$ cat src/rtl/cholesky_factorization_defines.svh
// assertion macros shared by the cholesky block
// no dependencies
`ifndef CHOLESKY_FACTORIZATION_DEFINES_SVH
`define CHOLESKY_FACTORIZATION_DEFINES_SVH
`define CHOL_ASSERT_IMP(label, clk, rst_n, a, c) \
    label: assert property (@(posedge clk) disable iff (!rst_n) (a) |-> (c)) \
        else $error("assertion failed");
`define CHOL_ASSERT_NEXT(label, clk, rst_n, a, c) \
    label: assert property (@(posedge clk) disable iff (!rst_n) (a) |=> (c)) \
        else $error("assertion failed");
`endif

$ cat src/rtl/chol_pkg.sv
// package for the cholesky factorisation block: constants, types, helpers
// no dependencies
package chol_pkg;
    localparam int MAX_ORDER = 8;
    localparam int FRAC_BITS = 16;
    localparam int DEPTH = MAX_ORDER * MAX_ORDER;
    localparam int IDX_W = $clog2(MAX_ORDER);
    localparam int ADDR_W = $clog2(DEPTH);
    localparam int CNT_W = $clog2(DEPTH + 1);
    localparam int ORD_W = $clog2(MAX_ORDER + 1);
    localparam int QDEPTH = 4;
    localparam int QPTR_W = $clog2(QDEPTH);

    localparam logic [1:0] ST_OK = 2'd0;
    localparam logic [1:0] ST_ASYM = 2'd1;
    localparam logic [1:0] ST_NOTPD = 2'd2;
    localparam logic [0:0] REG_MATRIX_SIZE = 1'b0;

    typedef struct packed {
        logic signed [31:0] val;
        logic [ADDR_W-1:0]  addr;
        logic               last;
    } elem_t;

    typedef struct packed {
        logic signed [31:0] lower_value;
        logic [2:0]         row;
        logic [2:0]         col;
        logic [1:0]         status;
        logic               last_result;
    } result_t;

    typedef enum logic [4:0] {
        S_IDLE, S_SYM_RD, S_SYM_CMP, S_ENTRY, S_MAC_RD, S_MAC_MUL, S_MAC_ACC,
        S_ARD, S_AWAIT, S_DIAG, S_SQRT, S_DIV_SETUP, S_DIV, S_DIV_END,
        S_FAIL, S_OUT_RD, S_OUT_WAIT, S_OUT
    } back_state_t;

    function automatic logic [ADDR_W-1:0] addr_of(input logic [IDX_W-1:0] r,
                                                  input logic [IDX_W-1:0] c);
        addr_of = ADDR_W'(r) * ADDR_W'(MAX_ORDER) + ADDR_W'(c);
    endfunction

    function automatic logic [ORD_W-1:0] order_of(input logic [3:0] sz);
        logic [ORD_W:0] n;
        n = (ORD_W+1)'(sz);
        if (n == '0) n = (ORD_W+1)'(1);
        if (n > (ORD_W+1)'(MAX_ORDER)) n = (ORD_W+1)'(MAX_ORDER);
        order_of = n[ORD_W-1:0];
    endfunction
endpackage

$ cat src/rtl/chol_queue.sv
// short element queue between front and back parts
// uses chol_pkg
module chol_queue (
    input  logic            clk,
    input  logic            rst_n,
    input  logic            push,
    input  chol_pkg::elem_t push_data,
    output logic            full,
    input  logic            pop,
    output logic            not_empty,
    output chol_pkg::elem_t pop_data
);
    chol_pkg::elem_t                 mem [chol_pkg::QDEPTH];
    logic [chol_pkg::QPTR_W-1:0]     wp_reg, rp_reg;
    logic [chol_pkg::QPTR_W:0]       cnt_reg;

    assign full = (cnt_reg == (chol_pkg::QPTR_W+1)'(chol_pkg::QDEPTH));
    assign not_empty = (cnt_reg != '0);
    assign pop_data = mem[rp_reg];

    always_ff @(posedge clk)
    begin
        if (push)
            mem[wp_reg] <= push_data;
    end

    always_ff @(posedge clk or negedge rst_n)
    begin
        if (!rst_n)
        begin
            wp_reg <= '0;
            rp_reg <= '0;
            cnt_reg <= '0;
        end
        else
        begin
            if (push)
                wp_reg <= wp_reg + 1'b1;
            if (pop)
                rp_reg <= rp_reg + 1'b1;
            cnt_reg <= cnt_reg + (chol_pkg::QPTR_W+1)'(push)
                       - (chol_pkg::QPTR_W+1)'(pop);
        end
    end
endmodule

$ cat config.mk
export PLATFORM = sky130hd
export DESIGN_NAME = chol_queue
export DESIGN_NICKNAME = d
export VERILOG_FILES = /design/src/rtl/cholesky_factorization_defines.svh /design/src/rtl/chol_pkg.sv /design/src/rtl/chol_queue.sv
export SDC_FILE = /design/constraint.sdc
export NUM_CORES = 1
export LEC_CHECK = 0
export ABC_AREA = 0
export BUFFER_PORTS_ARGS = -buffer_cell sky130_fd_sc_hd__buf_2
export CORE_MARGIN = 3
export CORE_UTILIZATION = 40
export CTS_CLUSTER_DIAMETER = 40
export DETAILED_ROUTE_END_ITERATION = 7
export GPL_TIMING_DRIVEN = 0
export HOLD_SLACK_MARGIN = 0.03
export PLACE_DENSITY = 0.65
export SLEW_MARGIN = 20
export SYNTH_ARGS = -nofsm -noshare
export SYNTH_HDL_FRONTEND = slang
export SYNTH_SLANG_ARGS = --single-unit
$ cat constraint.sdc
create_clock -name clk -period 2.2 [get_ports clk]
set_input_delay 0.33 -clock clk [delete_from_list [all_inputs] [get_ports clk]]
set_output_delay 0.33 -clock clk [all_outputs]
set_load 0.01 [all_outputs]
Yosys cells after proc, flatten, opt, wreduce, memory -nomap -nowiden
Memories as Yosys holds them, arrays and structs flattened.
Cells that the tools add are included.
{ "word_totals": {"register_bits": 7, "mem_bits_rw": 156, "input_bits": 43, "mem_count": 1} }
{ "classes": {"addsub": 4, "eq_ne": 1, "muxes": 2, "reduce_logical": 1} }
{ "memory_table": {"columns": ["name", "depth", "width", "read_ports", "rd_clocked_by_memory_dff", "wr", "line_no", "source"], "rows": [
  ["mem", 4, 39, 1, 0, 1, "chol_queue.sv:13", "chol_pkg::elem_t mem [chol_pkg::QDEPTH];"]
]} }
{ "ops": {"columns": ["cell", "n"], "rows": [
  ["adder 2 x 1 -> 2 bit (second input constant)", 2],
  ["adder 3 x 1 -> 3 bit", 1],
  ["== test 3 bit (second input constant)", 1],
  ["nonzero test 3 bit", 1],
  ["subtractor 3 x 1 -> 3 bit", 1],
  ["2-to-1 mux 1 bit", 2]
]} }

Logic depth before layout (Yosys ltp)
{ "depth": {"ltp_word": 2, "depth_mapped": 6} }

Worst setup path after synthesis
Ideal clock, no wire load.
{ "synth_timing": {"path_type": "register to register", "startpoint": "register wp_reg[0] (netlist name)", "endpoint": "memory mem[0][0] (netlist name) (enable)", "arrival_ps": 1567, "slack_ps": 233, "stages_incl_launch_ff": 4, "cell_sequence": "dfrtp_1 > inv_1 > ha_1 > and2_1"} }
{ "synth_lines": {"columns": ["item", "line_no", "source"], "rows": [
  ["start, declared", "chol_queue.sv:14", "logic [chol_pkg::QPTR_W-1:0] wp_reg, rp_reg;"],
  ["start signal, assigned", "chol_queue.sv:38", "wp_reg <= wp_reg + 1'b1;"],
  ["end, declared", "chol_queue.sv:13", null]
]} }
No word-level cell before the write port.

==> impl_metrics.env <==
export IMPL_startpoint_type="flop"
export IMPL_max_stage_delay_ns=0.53
export IMPL_crit_path_max_fanout=10
export IMPL_wl_per_cell_microns=18.8
export IMPL_n_antenna_cell=0
export IMPL_largest_register_ffs=156
export IMPL_cts_tree="built"
export IMPL_place_gp_congestion=0.673
export IMPL_cts_root_buf="clkbuf_16"
export IMPL_dieArea_sq_um=16700
export IMPL_critPathCaptureType="output port"
export IMPL_totalPowerFinal_w=0.0102
export IMPL_pre_cts_ws_ns=0.520
export IMPL_grt_pass1_vias=2924
export IMPL_post_cts_buffers=0
export IMPL_fp_dieH_microns=129
export IMPL_final_area_sq_um=7370
export IMPL_grt_max_degree=40
export IMPL_clkTransAtPathRegs_ns=0.06
export IMPL_io_pins=84
export IMPL_synth_avg_cell_area_sq_um=25.5
export IMPL_layout_setup_ws_ns=0.101
export IMPL_drv_cap=0
export IMPL_worst_setup_path_type="reg2out"
export IMPL_fill_cells=1226
export IMPL_cts_buffers=17
export IMPL_syn2layout_area_growth_pct=21.5
export IMPL_status="finished, final reports clean"
export IMPL_core_sq_um=14700
export IMPL_drv_slew=0
export IMPL_drive_above_1_share_pct=45.5
export IMPL_yosysUniqueCellTypes=17
export IMPL_cts_sinks=163
export IMPL_dpl_cell_area_sq_um=6720
export IMPL_avgViaCountPerCell=4.97
export IMPL_setup_tns_ns=0
export IMPL_initial_utilization_pct=41.3
export IMPL_most_common_layout_cells="edfxtp_1, buf_2, mux4_2"
export IMPL_max_freq_ghz=0.476
export IMPL_clock_latency_ns=0.42
export IMPL_ir_drop_uv=597
export IMPL_slew_headroom_pct=57.8
export IMPL_min_period_over_period_pct=95.4
export IMPL_worst_pin_slew_ns=0.634
export IMPL_synth_fp_nets=288
export IMPL_die_w_microns=129
export IMPL_rsz0062_at_grt="false"
export IMPL_gr_total_overflow=0
export IMPL_layout_commonest_cell="edfxtp_1"
export IMPL_crit_required_ns=1.87
export IMPL_grt_usage_pct=13.2
export IMPL_route_detailed_drc=0
export IMPL_leakage_nw=2.59
export IMPL_h_tree_depth=4
export IMPL_finClkSkew_ns=0.00748
export IMPL_ant_nets=0
export IMPL_wl_microns=10100
export IMPL_yosys_register_bits=163
export IMPL_dr_pass1_iters=4
export IMPL_dp_hpwl_microns=5840
export IMPL_utilization_pct=50.1
export IMPL_finalSetupViolations=0
export IMPL_rows=44
export IMPL_fin_crit_ns=2.10
export IMPL_vias=2676
export IMPL_yosys_warnings=0
export IMPL_drt_initial_drc_count=123
export IMPL_power_density_nw_per_um2=1390
export IMPL_syn_inst=238
export IMPL_path_cells="buf_6 -> buf_12 -> mux4_2 -> buf_2"
export IMPL_grt_first_pass_wirelength_microns=15800
export IMPL_syn_area_sq_um=6060
export IMPL_portBuffers=83
export IMPL_hold_viol=0
export IMPL_antenna_found_initial=0
export IMPL_ys_seq_area_share_pct=80.1
export IMPL_slowest_stage="mux4_2"
export IMPL_clockBufferDepth=2
export IMPL_crit_arrival_ns=1.77
export IMPL_rrSetupSlack_ns=0.59
export IMPL_hold_path_class="in2reg"
export IMPL_nets=391
-- Yosys cell counts --
cell | count | area [sq um]
inv_1 | 6 | 22.5
and3_1 | 1 | 6.26
o21ai_0 | 1 | 5.00
nand2_1 | 2 | 7.51
or3_1 | 1 | 6.26
buf_6 | 1 | 11.3
edfxtp_1 | 156 | 4680
mux4_1 | 1 | 26.3
buf_12 | 4 | 80.1
mux4_2 | 38 | 856
ha_1 | 6 | 75.1
fa_1 | 1 | 20.0
buf_2 | 4 | 20.0
xor2_1 | 3 | 26.3
dfrtp_1 | 7 | 175
and2_1 | 4 | 25.0
xnor2_1 | 2 | 17.5
-- final cells by class --
type	count	area, sq um	share of cell area, %
Tap cell	184	230	3.13
Clock buffer	23	458	6.22
Buffer	9	111	1.51
Multi-Input combinational cell	60	1080	14.7
Inverter	6	22.5	0.306
Timing Repair Buffer	84	425	5.78
Clock inverter	9	178	2.41
Sequential cell	163	4860	66.0
-- path summary, 6_finish.rpt --
check | startpoint | endpoint | depth (start not counted)
worst min register to register | wp_reg[0] | wp_reg[0] | 1
max in group asynchronous | rst_n | rp_reg[0] | 2
worst min-delay path | push_data[23] | mem[0][23] | 1
worst max register to register | wp_reg[0] | mem[2][4] | 3
worst max-delay path | rp_reg[0] | pop_data[20] | 4
min in group asynchronous | rst_n | cnt_reg[0] | 2
-- critical path: cells and delay by family, from the launching register on --
kind	cells	cell delay, ns
mux	1	0.53
buf+inv	3	0.47
flops	1	0.34
-- kinds of logic after synthesis --
family | Yosys count | synth area share, %
AOI/OAI and AO/OA | 1 | 0.0824
and+or+nand+nor | 8 | 0.743
xor gates and xnor gates | 5 | 0.722
adders and majority gates | 7 | 1.57
muxes | 39 | 14.5
buffers and inverters | 15 | 2.21
DFF | 163 | 80.1
-- through the flow --
step,hold WS [ns],instances
2_1_floorplan,0.0344,238
3_3_place_gp,0.167,505
3_5_place_dp,0.176,505
4_1_cts,0.0943,538
5_1_grt,0.107,538
6_report,0.125,538
-- per-layer routing --
layer	GRT usage (%)	wire [microns]	share of wire [%]	up-vias
met1	16.8	4370	43	1381
met3	4.00	459	4.5	20
met2	21.2	5040	50	70
met4	5.87	230	2.3	0
li1	-	-	-	1205
met5	0	0	0	-
-- power breakdown --
part / internal, W / switching (W) / leakage [nW] / total [W]
logic: 0.00138 / 0.00148 / 0.773 / 0.00287
clock network: 0.00204 / 0.00108 / 0.298 / 0.00312
registers: 0.00408 / 0.000144 / 1.51 / 0.00422
total: 0.00750 / 0.00271 / 2.59 / 0.0102
-- timing repair --
| action | 4_1_cts | 5_1_grt |
|---|---|---|
| gates resized for setup | 0 | 0 |
| endpoints found under the hold margin | 7 | 0 |
| hold buffers | 1 | 0 |
Power figures use the tool's default switching activity.
