## config.mk

```make
export PLATFORM = sky130hd
export DESIGN_NAME = chol_front
export DESIGN_NICKNAME = d
export VERILOG_FILES = /design/src/rtl/cholesky_factorization_defines.svh /design/src/rtl/chol_pkg.sv /design/src/rtl/chol_front.sv
export SDC_FILE = /design/constraint.sdc
export NUM_CORES = 1
export LEC_CHECK = 0
export BUFFER_PORTS_ARGS = -buffer_cell sky130_fd_sc_hd__buf_2
export CAP_MARGIN = 20
export CORE_AREA = 3 3 50 52
export DETAILED_ROUTE_END_ITERATION = 10
export DIE_AREA = 0 0 53 55
export PLACE_DENSITY = 0.91
export SYNTH_ARGS = -nofsm -noshare
export SYNTH_HDL_FRONTEND = slang
export SYNTH_SLANG_ARGS = --single-unit
```

## constraint.sdc

```tcl
create_clock -name clk -period 2.4 [get_ports clk]
set_input_delay 0.24 -clock clk [delete_from_list [all_inputs] [get_ports clk]]
set_output_delay 0.24 -clock clk [all_outputs]
set_load 0.02 [all_outputs]
```

## src/rtl/cholesky_factorization_defines.svh

```systemverilog
// assertion macros shared by the cholesky block
// no dependencies
`ifndef CHOLESKY_FACTORIZATION_DEFINES_SVH
`define CHOLESKY_FACTORIZATION_DEFINES_SVH
`define CHOL_ASSERT_IMP(label, clk, rst_n, a, c) \
    label: assert property (@(posedge clk) disable iff (!rst_n) (a) |-> (c)) \
        else $error("assertion failed");
`define CHOL_ASSERT_NEXT(label, clk, rst_n, a, c) \
    label: assert property (@(posedge clk) disable iff (!rst_n) (a) |=> (c)) \
        else $error("assertion failed");
`endif

```

## src/rtl/chol_pkg.sv

```systemverilog
// package for the cholesky factorisation block: constants, types, helpers
// no dependencies
package chol_pkg;
    localparam int MAX_ORDER = 8;
    localparam int FRAC_BITS = 16;
    localparam int DEPTH = MAX_ORDER * MAX_ORDER;
    localparam int IDX_W = $clog2(MAX_ORDER);
    localparam int ADDR_W = $clog2(DEPTH);
    localparam int CNT_W = $clog2(DEPTH + 1);
    localparam int ORD_W = $clog2(MAX_ORDER + 1);
    localparam int QDEPTH = 4;
    localparam int QPTR_W = $clog2(QDEPTH);

    localparam logic [1:0] ST_OK = 2'd0;
    localparam logic [1:0] ST_ASYM = 2'd1;
    localparam logic [1:0] ST_NOTPD = 2'd2;
    localparam logic [0:0] REG_MATRIX_SIZE = 1'b0;

    typedef struct packed {
        logic signed [31:0] val;
        logic [ADDR_W-1:0]  addr;
        logic               last;
    } elem_t;

    typedef struct packed {
        logic signed [31:0] lower_value;
        logic [2:0]         row;
        logic [2:0]         col;
        logic [1:0]         status;
        logic               last_result;
    } result_t;

    typedef enum logic [4:0] {
        S_IDLE, S_SYM_RD, S_SYM_CMP, S_ENTRY, S_MAC_RD, S_MAC_MUL, S_MAC_ACC,
        S_ARD, S_AWAIT, S_DIAG, S_SQRT, S_DIV_SETUP, S_DIV, S_DIV_END,
        S_FAIL, S_OUT_RD, S_OUT_WAIT, S_OUT
    } back_state_t;

    function automatic logic [ADDR_W-1:0] addr_of(input logic [IDX_W-1:0] r,
                                                  input logic [IDX_W-1:0] c);
        addr_of = ADDR_W'(r) * ADDR_W'(MAX_ORDER) + ADDR_W'(c);
    endfunction

    function automatic logic [ORD_W-1:0] order_of(input logic [3:0] sz);
        logic [ORD_W:0] n;
        n = (ORD_W+1)'(sz);
        if (n == '0) n = (ORD_W+1)'(1);
        if (n > (ORD_W+1)'(MAX_ORDER)) n = (ORD_W+1)'(MAX_ORDER);
        order_of = n[ORD_W-1:0];
    endfunction
endpackage

```

## src/rtl/chol_front.sv

```systemverilog
// front part: accepts elements, tags them with store address and matrix end
// uses chol_pkg
module chol_front (
    input  logic                       clk,
    input  logic                       rst_n,
    input  logic                       in_valid,
    output logic                       in_ready,
    input  logic signed [31:0]         element_value,
    input  logic [chol_pkg::ORD_W-1:0] order,
    input  logic                       cfg_wr,
    output logic                       q_push,
    output chol_pkg::elem_t            q_data,
    input  logic                       q_full
);
    logic [chol_pkg::IDX_W-1:0] row_reg, row_next;
    logic [chol_pkg::IDX_W-1:0] col_reg, col_next;
    logic                       col_end;
    logic                       row_end;

    assign in_ready = !q_full;
    assign q_push = in_valid && in_ready;
    assign col_end = ({1'b0, col_reg} == chol_pkg::ORD_W'(order - 1'b1));
    assign row_end = ({1'b0, row_reg} == chol_pkg::ORD_W'(order - 1'b1));
    assign q_data.val = element_value;
    assign q_data.addr = chol_pkg::addr_of(row_reg, col_reg);
    assign q_data.last = col_end && row_end;

    always_comb
    begin
        row_next = row_reg;
        col_next = col_reg;
        if (cfg_wr)
        begin
            row_next = '0;
            col_next = '0;
        end
        else if (q_push)
        begin
            if (col_end)
            begin
                col_next = '0;
                row_next = row_end ? '0 : row_reg + 1'b1;
            end
            else
            begin
                col_next = col_reg + 1'b1;
            end
        end
    end

    always_ff @(posedge clk or negedge rst_n)
    begin
        if (!rst_n)
        begin
            row_reg <= '0;
            col_reg <= '0;
        end
        else
        begin
            row_reg <= row_next;
            col_reg <= col_next;
        end
    end
endmodule

```

== After elaboration in Yosys (flattened, before gate mapping) ==
Cells that the tools add are included.

* Output and inout port bits: 41
* Logic and storage cells: 21
* Register bits after elaboration: 6

* Reductions and logical operators: 6
* Multiplexer cells: 7
* Eq/ne operators: 2
* Add/sub/neg operators: 4

{| class="wikitable"
|+ Operator list
! kind !! count
|-
| $mux W3 || 7
|-
| $eq A3 B4 Y1 || 2
|-
| $add A3 B1 Y3 const B || 2
|-
| $add A6 B3 Y6 || 1
|-
| $reduce_bool A2 Y1 || 2
|-
| $sub A4 B1 Y4 const B || 1
|-
| $logic_and A1 B1 Y1 || 2
|-
| $reduce_and A2 Y1 || 1
|-
| $logic_not A1 Y1 || 1
|}

== Depth between registers and ports, before layout ==
Gate-level depths: netlist (run 1).

* Word-level depth: 6
* Gate-level depth with buffers: 6

== Worst setup path before layout (run 1) ==
Ideal clock, no wire load.

* Path kind: in2reg
* Start point: input order[0] (netlist bit)
* End point: register row_reg[2] (netlist bit)
* Stages: 6
* Path slack: 0.657 ns
* Buffers on the path: 0
* Arrival: 1.657 ns
* Path through: inv_1 ha_1 xnor3_2 nand3_4 or4b_4 o211ai_1

* Word-level cells in the longest chain between the ends: 6

{| class="wikitable"
|+ RTL lines
! item !! RTL line !! RTL
|-
| from (decl) || chol_front.sv:9 || <nowiki>input logic [chol_pkg::ORD_W-1:0] order,</nowiki>
|-
| $sub A4 B1 Y4 * || chol_front.sv:22, chol_front.sv:23 ||
|-
| $eq A3 B4 Y1 || chol_front.sv:23 || <nowiki>assign row_end = ({1'b0, row_reg} == chol_pkg::ORD_W'(order - 1'b1));</nowiki>
|-
| $mux W3 || chol_front.sv:42 || <nowiki>row_next = row_end ? '0 : row_reg + 1'b1;</nowiki>
|-
| $mux W3 || chol_front.sv:39 || <nowiki>if (col_end)</nowiki>
|-
| $mux W3 || chol_front.sv:37 || <nowiki>else if (q_push)</nowiki>
|-
| $mux W3 || chol_front.sv:32 || <nowiki>if (cfg_wr)</nowiki>
|-
| to (signal assigned) || chol_front.sv:60 || <nowiki>row_reg <= row_next;</nowiki>
|-
| to (decl) || chol_front.sv:15 || <nowiki>logic [chol_pkg::IDX_W-1:0] row_reg, row_next;</nowiki>
|}

Every way passes the cells marked *; elsewhere a longest branch is shown, timed or not. The select of a mux whose other input is x is not followed.
A chain may end at the register's enable or synchronous reset.

==> out/results.md, run 1 <==
| Parameter | Reported |
|:---|:---|
| Achievable frequency | 549 MHz |
| Compound-gate portion of the synthesized area | 8.83% |
| Final cell count without fillers | 101 |
| Maximum Capacitance Violations | 0 |
| Initial antenna violation count | 0 |
| Clock latency of the later-clocked register in the worst-skew pair | 0.25 ns |
| Clk sinks | 6 |
| Worst setup slack after placement | 0.420 ns |
| Area growth from synthesis to layout | -13.1% |
| Clock-pin slew of the registers on the worst-case setup and hold paths | 0.05 ns |
| Post-synthesis share of cell area spent on xor and xnor gates | 12.2% |
| Register bit total from synthesis | 6 |
| Min cycle time layout | 1.82 ns |
| Crit path launch type | primary input |
| Dominant cell type by area after synthesis | buf_4 |
| Most used cell, CP | buf_2 |
| Cell breakdown of the critical path | buf_2 > inv_1 > ha_1 > xnor3_2 > nand3_4 > nor3_1 > buf_2 |
| Max clock buf depth | 2 |
| Kind of end point of the critical path | output pin |
| Utilization of the core after routing | 29.8% |
| Final Worst Setup Slack | 0.579 ns |
| Total global routing track utilization | 9.63% |
| DR vias/cell | 4.80 |
| Layout cells sized above 1 | 32.9% |
| Worst hold stages | 2 |
| Die area | 2920 µm² |
| Critical register-to-register path endpoint | row_reg[0] |
| Width of the die | 53 µm |
| Number of unique standard cell types used by synthesis | 25 |
| Last weighted congestion value of the routability-driven placer | 0.876 |
| Number of gates resized after cts | 0 |
| Vertical die dimension | 55 µm |
| Number of warnings reported in the yosys synthesis log | 0 |
| R2R Path Start | row_reg[2] |
| Slack of the worst reg-to-reg path | 0.71 ns |
| Setup repair bufs after CTS | 0 |
| Worst clock skew on the final layout | 0.00193 ns |
| Adder-cell share of the synthesized area | 5.09% |
| Total standard cell area after synthesis | 737 µm² |
| Run status | finished, final reports clean |
| Gate count of the mapped netlist | 86 |
| Starting Density | 34.3% |
| Static leakage | 0.339 nW |
| CTS tree | yes |
| Standard cell with the maximum stage delay on the critical path | xnor3_2 |
| Power density relative to cell area | 419 nW/µm² |
| Critical Setup Path Class | in2out |
| Grt total ovfl | 0 |
| Final Net Count | 119 |
| Number of levels the H-tree was split into | 1 |
| Period utilization | 75.9% |
| DPL Wire Length | 1080 µm |
| Sink of the worst hold path | col_reg[0] |
| Class of the tightest hold or removal check | in2reg |
| Total CTS buffers | 3 |
| Synthesized Nets | 130 |
| Sw Share | 30.3% |
| Arrival time at the worst endpoint | 1.58 ns |
| Most frequent cells in the layout | buf_2 (17), inv_1 (6), nand2_1 (6), dfrtp_1 (6), xor2_1 (5) |
| Detailed-router iteration count before antenna repair | 2 |
| Biggest cell delay along the critical path | 0.41 ns |
| Unrepaired setup endpoints after global routing | no |
| Remaining DRCs | 0 |
| Vias in the first global route | 492 |
| Setup-violating endpoint count in the final report | 0 |
| Slew at the pin with the worst max-slew slack | 0.517 ns |
| Data required time of the worst path | 2.16 ns |
| Detailed router's first-iteration violation count | 8 |
| Final-layout setup total negative slack | 0 ns |
| Largest fanout on the critical path | 7 |
| Hold path startpoint | cfg_wr |
| Worst-case vdd ir drop | 0.000183 V |
| Number of hold-repair buffers added at the cts stage | 1 |
| Pin count of the biggest net entering global routing | 10 |
| Total placed cells including tap cells | 97 |
| Overall Power | 0.000268 W |
| Ports placed on the boundary | 82 |
| Post-synth top area share | 32.6% |
| Share of the yosys chip area belonging to registers | 20.4% |
| Number of buffers inserted by port buffering | 17 |
| Remaining number of nets flagged by the antenna check after routing | 0 |
| Comb pwr share | 23.5% |
| Basic-gate share of the synthesized area counting and, or, nand and nor cells | 16.6% |
| DR WL/cell | 13.3 µm |
| Most frequent standard cell in the layout excluding fill and tap cells | buf_2 |
| Final-report max-slew violation count | 0 |
| Depth of the most critical reg-to-reg path | 4 |
| Internal Pwr Total | 0.000187 W |
| Share of power burned in the clock network | 36.8% |
| Total Routed Length | 1350 µm |
| Via count | 485 |
| Global-route wire length before repair | 1990 µm |
| Most area-consuming cells after synthesis | buf_4 (33%), dfrtp_1 (20%), xor2_1 (5.9%) |
| Fin. Hold Viols | 0 |
| Largest family of logic cells by synthesized area | buffers and inverters |
| Inserted Diodes | 0 |
| Reported net switching power | 0.0000813 W |
| CTS root buffer | clkbuf_4 |
| Core ar. | 2150 µm² |
| Slew Limit Headroom | 65.4% |
| Part of the total power dissipated in sequential elements | 39.7% |
| Post-synthesis average cell area | 8.57 µm² |
| Share of synthesized area spent on multiplexers | 0% |
| Row count | 17 |
==> power by group through the flow <==
stage / Clock, W / Combinational [W] / Sequential (W)
CTS: 0.0000988 / 0.0000638 / 0.000107
global route: 0.000103 / 0.0000701 / 0.000107
finish: 0.0000989 / 0.0000630 / 0.000106
floorplan: 0 / 0.000118 / 0.000110
detailed placement: 0 / 0.0000623 / 0.000108
global placement: 0 / 0.0000604 / 0.000108
==> metrics by stage <==
stage,hold WS (ns),cell area (µm²)
floorplan,-0.0556,737
global placement,0.0713,608
detailed placement,0.0779,608
CTS,0.260,641
global route,0.280,641
finish,0.257,641
==> critical path: cells and delay by family <==
family / cells / cell delay, ns
buf+inv: 3 / 0.38
simple gates: 2 / 0.32
xor+xnor: 1 / 0.41
fa+ha+maj: 1 / 0.22
==> synthesized netlist by cell type <==
master and n:
nand3_1 2, nor2_1 2, buf_4 32, inv_1 6, nand2_1 6, o21ai_0 2
xor2_1 5, clkbuf_1 1, nand2b_1 1, nor3b_1 2, nand3_4 1, xnor3_2 1
a21oi_1 2, o32ai_1 1, buf_2 1, ha_1 3, o211ai_1 2, nor4b_1 1
or2_2 1, nor3_1 3, dfrtp_1 6, o311ai_0 1, xnor3_1 1, or4b_4 1
o22ai_1 2
==> per-layer routing <==
layer / global-route usage, % / part of all wire (%) / vias to the layer above
li1: - / - / 229
met1: 9.27 / 39 / 226
met2: 15.3 / 47 / 28
met3: 4.83 / 13 / 2
met4: 8.51 / 1.0 / 0
met5: 0 / 0 / -
==> logic make-up (layout without fill, tap and decap cells) <==
kind of cell	count (synthesis)	in the layout
AND/OR/NAND/NOR	20	20
adder cells (fa/ha/maj)	3	3
flip-flops	6	6
AO/OA/AOI/OAI	10	10
XOR/XNOR	7	7
buffers and inverters	40	27
==> worst max path at each step <==
stage	start	to
finish	order[0]	q_data[0]
detailed placement	order[0]	row_reg[0]
CTS	order[0]	q_data[0]
floorplan	order[0]	row_reg[2]
global placement	order[0]	row_reg[0]
global route	order[0]	q_data[0]
==> cell type report <==
type	instances	area (µm²)
Clock buffer	3	22.5
Fill cell	225	1510
Inverter	6	22.5
Multi-Input combinational cell	40	315
Sequential cell	6	150
Tap cell	28	35.0
Timing Repair Buffer	18	95.1
Note: power is estimated with default switching activity, not from simulation.
==> run 2: changes to the inputs <==
CORE_AREA = 3 3 42 72   (was 3 3 50 52)
DIE_AREA = 0 0 45 75   (was 0 0 53 55)
PLACE_DENSITY = 0.83   (was 0.91)
clock period = 1.55 ns   (was 2.4 ns; I/O delays follow)
==> run 2 against run 1 <==
Net effect:
- largest cell class unchanged
- global-route usage grew 0.73 points
- largest power group is now clock
- routed wire length up 27%
- sequential power rose by 56%
- the flow now finishes with violations (setup timing)
- register-to-register slack lost 0.77 ns
- die area grew 16%
- via count is 11% higher
- final area increased by 29%
==> out/results.md, run 2 (same netlist as run 1, synthesis figures left out) <==
| Parameter | Reported | vs previous |
|:---|:---|:---|
| Arrival time at the worst endpoint | 1.68 ns | +0.10 ns |
| Internal Pwr Total | 0.000411 W | +120% |
| Final-layout setup total negative slack | -0.0604 ns | -0.0604 ns |
| Max clock buf depth | 2 | unchanged |
| Maximum Capacitance Violations | 0 | unchanged |
| Clock-pin slew of the registers on the worst-case setup and hold paths | 0.04 ns | about the same |
| Total CTS buffers | 3 | unchanged |
| Unrepaired setup endpoints after global routing | yes |  |
| Core ar. | 2520 µm² | +17% |
| Via count | 539 | +11% |
| Final cell count without fillers | 111 | +9.9% |
| Min cycle time layout | 1.61 ns |  |
| DPL Wire Length | 1240 µm | +14% |
| Worst-case vdd ir drop | 0.000281 V | +53% |
| Detailed-router iteration count before antenna repair | 5 | +3 |
| Period utilization | 104% |  |
| Sw Share | 28.5% | -1.8 points |
| Static leakage | 0.407 nW | +20% |
| Final Net Count | 130 | +9.2% |
| Global routing usage on met3 | 2.63% | -2.2 points |
| Depth of the most critical reg-to-reg path | 5 | +1 |
| Met2 Usage GRT | 16.7% | +1.4 points |
| Setup-violating endpoint count in the final report | 2 | +2 |
| Number of buffers inserted by port buffering | 17 | unchanged |
| Pin count of the biggest net entering global routing | 10 | unchanged |
| Starting Density | 29.2% | -5.1 points |
| Layout cells sized above 1 | 57.6% | +25 points |
| Grt total ovfl | 0 | unchanged |
| Achievable frequency | 623 MHz |  |
| Remaining DRCs | 0 | unchanged |
| Area used by multi-input combinational logic | 373 µm² | +18% |
| Share of power burned in the clock network | 45.2% | +8.4 points |
| Initial antenna violation count | 0 | unchanged |
| Class of the tightest hold or removal check | in2reg |  |
| Fin. Hold Viols | 0 | unchanged |
| Number of levels the H-tree was split into | 1 | unchanged |
| CTS tree | yes |  |
| Total Routed Length | 1720 µm | +27% |
| Cell area after placement | 703 µm² | +16% |
| Power density relative to cell area | 696 nW/µm² | +66% |
| Total placed cells including tap cells | 103 | +6.2% |
| Clk sinks | 6 | unchanged |
| Filler Cells Inserted | 264 | +17% |
| Reported net switching power | 0.000164 W | +100% |
| Last weighted congestion value of the routability-driven placer | 0.824 | -6.0% |
| Final Worst Setup Slack | -0.0552 ns | -0.634 ns |
| Vertical die dimension | 75 µm | +36% |
| Worst hold stages | 2 | unchanged |
| Global-route wire length before repair | 2430 µm | +22% |
| DR vias/cell | 4.86 | +1.1% |
| CTS root buffer | clkbuf_8 |  |
| Width of the die | 45 µm | -15% |
| Data required time of the worst path | 1.62 ns | -0.54 ns |
| Worst clock skew on the final layout | 0.00571 ns | +0.00379 ns |
| Comb pwr share | 26.1% | +2.6 points |
| Slew at the pin with the worst max-slew slack | 0.434 ns | -0.0832 ns |
| Total global routing track utilization | 10.4% | +0.73 points |
| Row count | 24 | +7 |
| Most frequent standard cell in the layout excluding fill and tap cells | buf_2 |  |
| Highest-utilization routing layer at the global route stage | met2 |  |
| Slew Limit Headroom | 70.7% | +5.3 points |
| Remaining number of nets flagged by the antenna check after routing | 0 | unchanged |
| Part of the total power dissipated in sequential elements | 28.7% | -11 points |
| Vias in the first global route | 582 | +18% |
| Detailed router's first-iteration violation count | 23 | +15 |
| Clock latency of the later-clocked register in the worst-skew pair | 0.23 ns | -0.02 ns |
| Critical Setup Path Class | reg2reg |  |
| Final instance area | 826 µm² | +29% |
| Run status | complete, but fails checks |  |
| Area growth from synthesis to layout | 12.1% |  |
| Ports placed on the boundary | 82 | unchanged |
| Storage cell area | 156 µm² | +4.2% |
| Largest fanout on the critical path | 4 | -3 |
| Final-report max-slew violation count | 0 | unchanged |
| Die area | 3380 µm² | +16% |
| Utilization of the core after routing | 32.7% | +2.9 points |
| GR Layer Usage met1 | 9.04% | -0.23 points |
| Crit path launch type | flip-flop |  |
| Worst setup slack after placement | -0.226 ns | -0.646 ns |
| Kind of end point of the critical path | flip-flop |  |
| Most frequent cells in the layout | buf_2 (16), buf_4 (9), nand2_1 (6) |  |
| DR WL/cell | 15.5 µm | +16% |
| Failing checks | setup timing |  |
| Inserted Diodes | 0 | unchanged |
-- run 2: cell types whose count changed in the layout (fill, tap and decap cells not counted), moves of 3 or more --
| cell | change |
|---|---|
| clkbuf_4 | -3 |
| clkbuf_8 | +3 |
| dfrtp_2 | +5 |
| dfrtp_1 | -5 |
| buf_4 | +9 |
| buf_6 | +3 |
-- run 2: routing by layer --
layer / share of wire [%] / wire length (µm) / up-vias
met5: 0 / 0 / -
li1: - / - / 248
met3: 10 / 171 / 26
met4: 8.4 / 144 / 0
met2: 49 / 836 / 28
met1: 33 / 563 / 237
-- run 2: area by class of cell --
type	count	area share [%]
Multi-Input combinational cell	40	45.2
Clock buffer	4	5.45
Tap cell	26	3.94
Timing Repair Buffer	29	23.2
Sequential cell	6	18.9
Inverter	6	3.33
-- run 2: repair_timing --
item,4_1_cts,5_1_grt
setup endpoints to repair,3,4
hold buffers,1,0
endpoints found under the hold margin,6,0
pin swaps,2,2
buffers inserted,0,3
gates resized for setup,3,7
-- run 2: critical path, cell delays in order (launching register included) --
cell,delay (ns)
dfrtp_2,0.40
xnor3_2,0.25
nand3_4,0.08
buf_6,0.14
o311ai_0,0.42
o211ai_1,0.16
-- run 2: metrics by stage --
step | total power [W] | hold slack (ns)
after floorplan | 0.000366 | -0.141
after global placement | 0.000294 | -0.00643
after detailed placement | 0.000300 | -0.00499
after CTS | 0.000564 | 0.187
after global routing | 0.000600 | 0.221
final | 0.000575 | 0.199
-- run 2: power by group through the flow --
stage	Combinational [W]	Clock, W	Sequential [W]
after detailed placement	0.000133	0	0.000167
after floorplan	0.000194	0	0.000172
after global placement	0.000127	0	0.000167
after global routing	0.000163	0.000272	0.000165
after CTS	0.000138	0.000261	0.000165
final	0.000150	0.000260	0.000165
-- run 2: final timing paths --
path                            slack [ns]    endpoint  startpoint
worst min-delay path                  0.20  col_reg[0]      cfg_wr
worst min register to register        0.64  row_reg[0]  row_reg[0]
max in group asynchronous             1.10  row_reg[2]       rst_n
worst max-delay path                 -0.06  row_reg[2]  col_reg[2]
min in group asynchronous             0.28  col_reg[0]       rst_n
worst max register to register       -0.06  row_reg[2]  col_reg[2]
==> run 3: changes to the inputs <==
PLACE_DENSITY = 0.78   (was 0.83)
==> run 3 against run 2 <==
Net effect:
- the flow now finishes without violations
- cell count fell by 2.7%
- critical path depth stayed put
- flip-flop and latch count unchanged
- non-clock buffer count decreased by 3
- via count down 2.8%
- clock power decreased by 4%
- routed wire length shrank 4.8%
- count of clock-buffer cells in the layout did not move
- core utilization down 1.2 points
- combinational power is 3% lower
- fmax increased by 6.4%
- total power shrank 2.3%
- critical endpoint is now q_data[0]
- largest cell class unchanged
==> out/results.md, run 3 (same netlist as run 1, synthesis figures left out) <==
| Parameter | Reported | vs previous |
|:---|:---|:---|
| Biggest cell delay along the critical path | 0.39 ns | -0.03 ns |
| DR WL/cell | 15.1 µm | -2.1% |
| Via count | 524 | -2.8% |
| Number of buffers inserted by port buffering | 17 | unchanged |
| CTS tree | yes |  |
| Vertical die dimension | 75 µm | unchanged |
| Standard cell with the maximum stage delay on the critical path | dfrtp_2 |  |
| Fin. Hold Viols | 0 | unchanged |
| Max clock buf depth | 2 | unchanged |
| Critical Setup Path Class | reg2out |  |
| Total Routed Length | 1630 µm | -4.8% |
| Remaining DRCs | 0 | unchanged |
| Final-layout setup total negative slack | 0 ns | +0.0604 ns |
| Class of the tightest hold or removal check | in2reg |  |
| Worst-case vdd ir drop | 0.000287 V | +1.9% |
| Clk sinks | 6 | unchanged |
| Area growth from synthesis to layout | 7.81% |  |
| Slack of the worst reg-to-reg path | 0.05 ns | +0.11 ns |
| Worst clock skew on the final layout | 0.00852 ns | +0.00281 ns |
| Cell breakdown of the critical path | xnor3_2 > nand3_4 > buf_6 > nor3_2 > buf_4 |  |
| Initial antenna violation count | 0 | unchanged |
| Crit path launch type | flip-flop |  |
| Period utilization | 97.4% | -6.2 points |
| Core ar. | 2520 µm² | unchanged |
| Hold path startpoint | cfg_wr |  |
| Maximum Capacitance Violations | 0 | unchanged |
| Global-route wire length before repair | 2460 µm | +1.2% |
| Critical Path Sink | q_data[0] |  |
| Total global routing track utilization | 10.4% | +0.057 points |
| Last weighted congestion value of the routability-driven placer | 0.792 | -3.9% |
| Static leakage | 0.383 nW | -5.8% |
| Arrival time at the worst endpoint | 1.35 ns | -0.33 ns |
| Ports placed on the boundary | 82 | unchanged |
| Final Net Count | 127 | -2.3% |
| Grt total ovfl | 0 | unchanged |
| Inserted Diodes | 0 | unchanged |
| Total CTS buffers | 3 | unchanged |
| Kind of end point of the critical path | output pin |  |
| Clock latency of the later-clocked register in the worst-skew pair | 0.23 ns | about the same |
| Most frequent standard cell in the layout excluding fill and tap cells | buf_2 |  |
| Clock-pin slew of the registers on the worst-case setup and hold paths | 0.04 ns | about the same |
| Utilization of the core after routing | 31.5% | -1.2 points |
| Data required time of the worst path | 1.39 ns | -0.23 ns |
| Largest fanout on the critical path | 6 | +2 |
| Detailed-router iteration count before antenna repair | 4 | -1 |
| Achievable frequency | 663 MHz | +6.4% |
| Depth of the most critical reg-to-reg path | 4 | -1 |
| Unrepaired setup endpoints after global routing | yes |  |
| DR vias/cell | 4.85 | about the same |
| CTS root buffer | clkbuf_8 |  |
| Filler Cells Inserted | 272 | +3.0% |
| R2R Path Start | col_reg[2] |  |
| Vias in the first global route | 562 | -3.4% |
| Layout cells sized above 1 | 56.1% | -1.5 points |
| Critical path origin | col_reg[2] |  |
| Final-report max-slew violation count | 0 | unchanged |
| Most frequent cells in the layout | buf_2 (16), buf_4 (7), nand2_1 (6) |  |
| Starting Density | 29.2% | unchanged |
| Row count | 24 | unchanged |
| Run status | finished, final reports clean |  |
| Min cycle time layout | 1.51 ns | -0.0959 ns |
| Pin count of the biggest net entering global routing | 10 | unchanged |
| Slew Limit Headroom | 79.7% | +9.0 points |
| Remaining number of nets flagged by the antenna check after routing | 0 | unchanged |
| Detailed router's first-iteration violation count | 12 | -48% |
| Die area | 3380 µm² | unchanged |
| Power density relative to cell area | 706 nW/µm² | +1.5% |
| Slew at the pin with the worst max-slew slack | 0.301 ns | -0.133 ns |
| Critical register-to-register path endpoint | row_reg[2] |  |
| Width of the die | 45 µm | unchanged |
| Number of levels the H-tree was split into | 1 | unchanged |
| Setup-violating endpoint count in the final report | 0 | -2 |
## run 3: changes by cell type in the layout (fill, tap and decap cells not counted)
cell	before	now
nor3_2	0	1
o32ai_2	1	0
xor2_1	3	1
o22ai_2	1	0
xor2_2	2	4
o22ai_1	1	2
buf_4	9	7
buf_6	3	2
nor3_4	1	0
o32ai_1	0	1
## run 3: through the flow
step                worst slack [ns]  hold WS, ns  instance area [µm²]  power, W  instances
floorplan                    -0.0317       -0.141                  774  0.000366         86
CTS                          0.00643        0.202                  769  0.000559        108
finish                        0.0406        0.209                  795  0.000561        108
detailed placement            -0.206    0.0000164                  696  0.000299        102
global placement              -0.146      -0.0104                  696  0.000294        102
global route                 -0.0252        0.224                  795  0.000585        108
## run 3: per-layer routing
| metal | global-route usage, % | up-vias | wire [µm] |
|---|---|---|---|
| li1 | - | 242 | - |
| met1 | 8.19 | 239 | 500 |
| met2 | 17.7 | 25 | 816 |
| met3 | 1.67 | 18 | 189 |
| met4 | 14.3 | 0 | 127 |
| met5 | 0 | - | 0 |
## run 3: what timing repair did
item	in CTS	in global routing
gates resized for setup	3	5
hold endpoints to repair	6	0
buffers inserted	1	0
setup endpoints to repair	1	4
hold buffers	1	0
pin swaps	2	3
## run 3: power by group
part           leakage, nW  internal (W)  switching, W  total [W]
Clock               0.0228      0.000177     0.0000729   0.000250
Combinational        0.285     0.0000698     0.0000762   0.000146
Sequential          0.0750      0.000161    0.00000363   0.000165
Total                0.383      0.000408      0.000153   0.000561
## run 3: area by class of cell
class	count	area, µm²	share of cell area (%)
Inverter	6	27.5	3.46
Tap cell	26	32.5	4.09
Multi-Input combinational cell	40	368	46.3
Clock buffer	4	45.0	5.67
Sequential cell	6	156	19.7
Timing Repair Buffer	26	165	20.8
## run 3: worst max-delay path, delay by kind of cell, from the launching register on
kind          cells  cell delay [ns]
buf+inv           2             0.30
xor+xnor          1             0.24
flops             1             0.39
simple gates      2             0.20
## run 3: worst min path at each step
stage            endpoint  slack [ns]  cells after the start
6_report       col_reg[1]        0.21                      2
5_1_grt        col_reg[1]        0.22                      2
4_1_cts        col_reg[1]        0.20                      2
3_5_place_dp   row_reg[0]     0.00002                      1
3_3_place_gp   row_reg[0]       -0.01                      1
2_1_floorplan  col_reg[0]       -0.14                      0
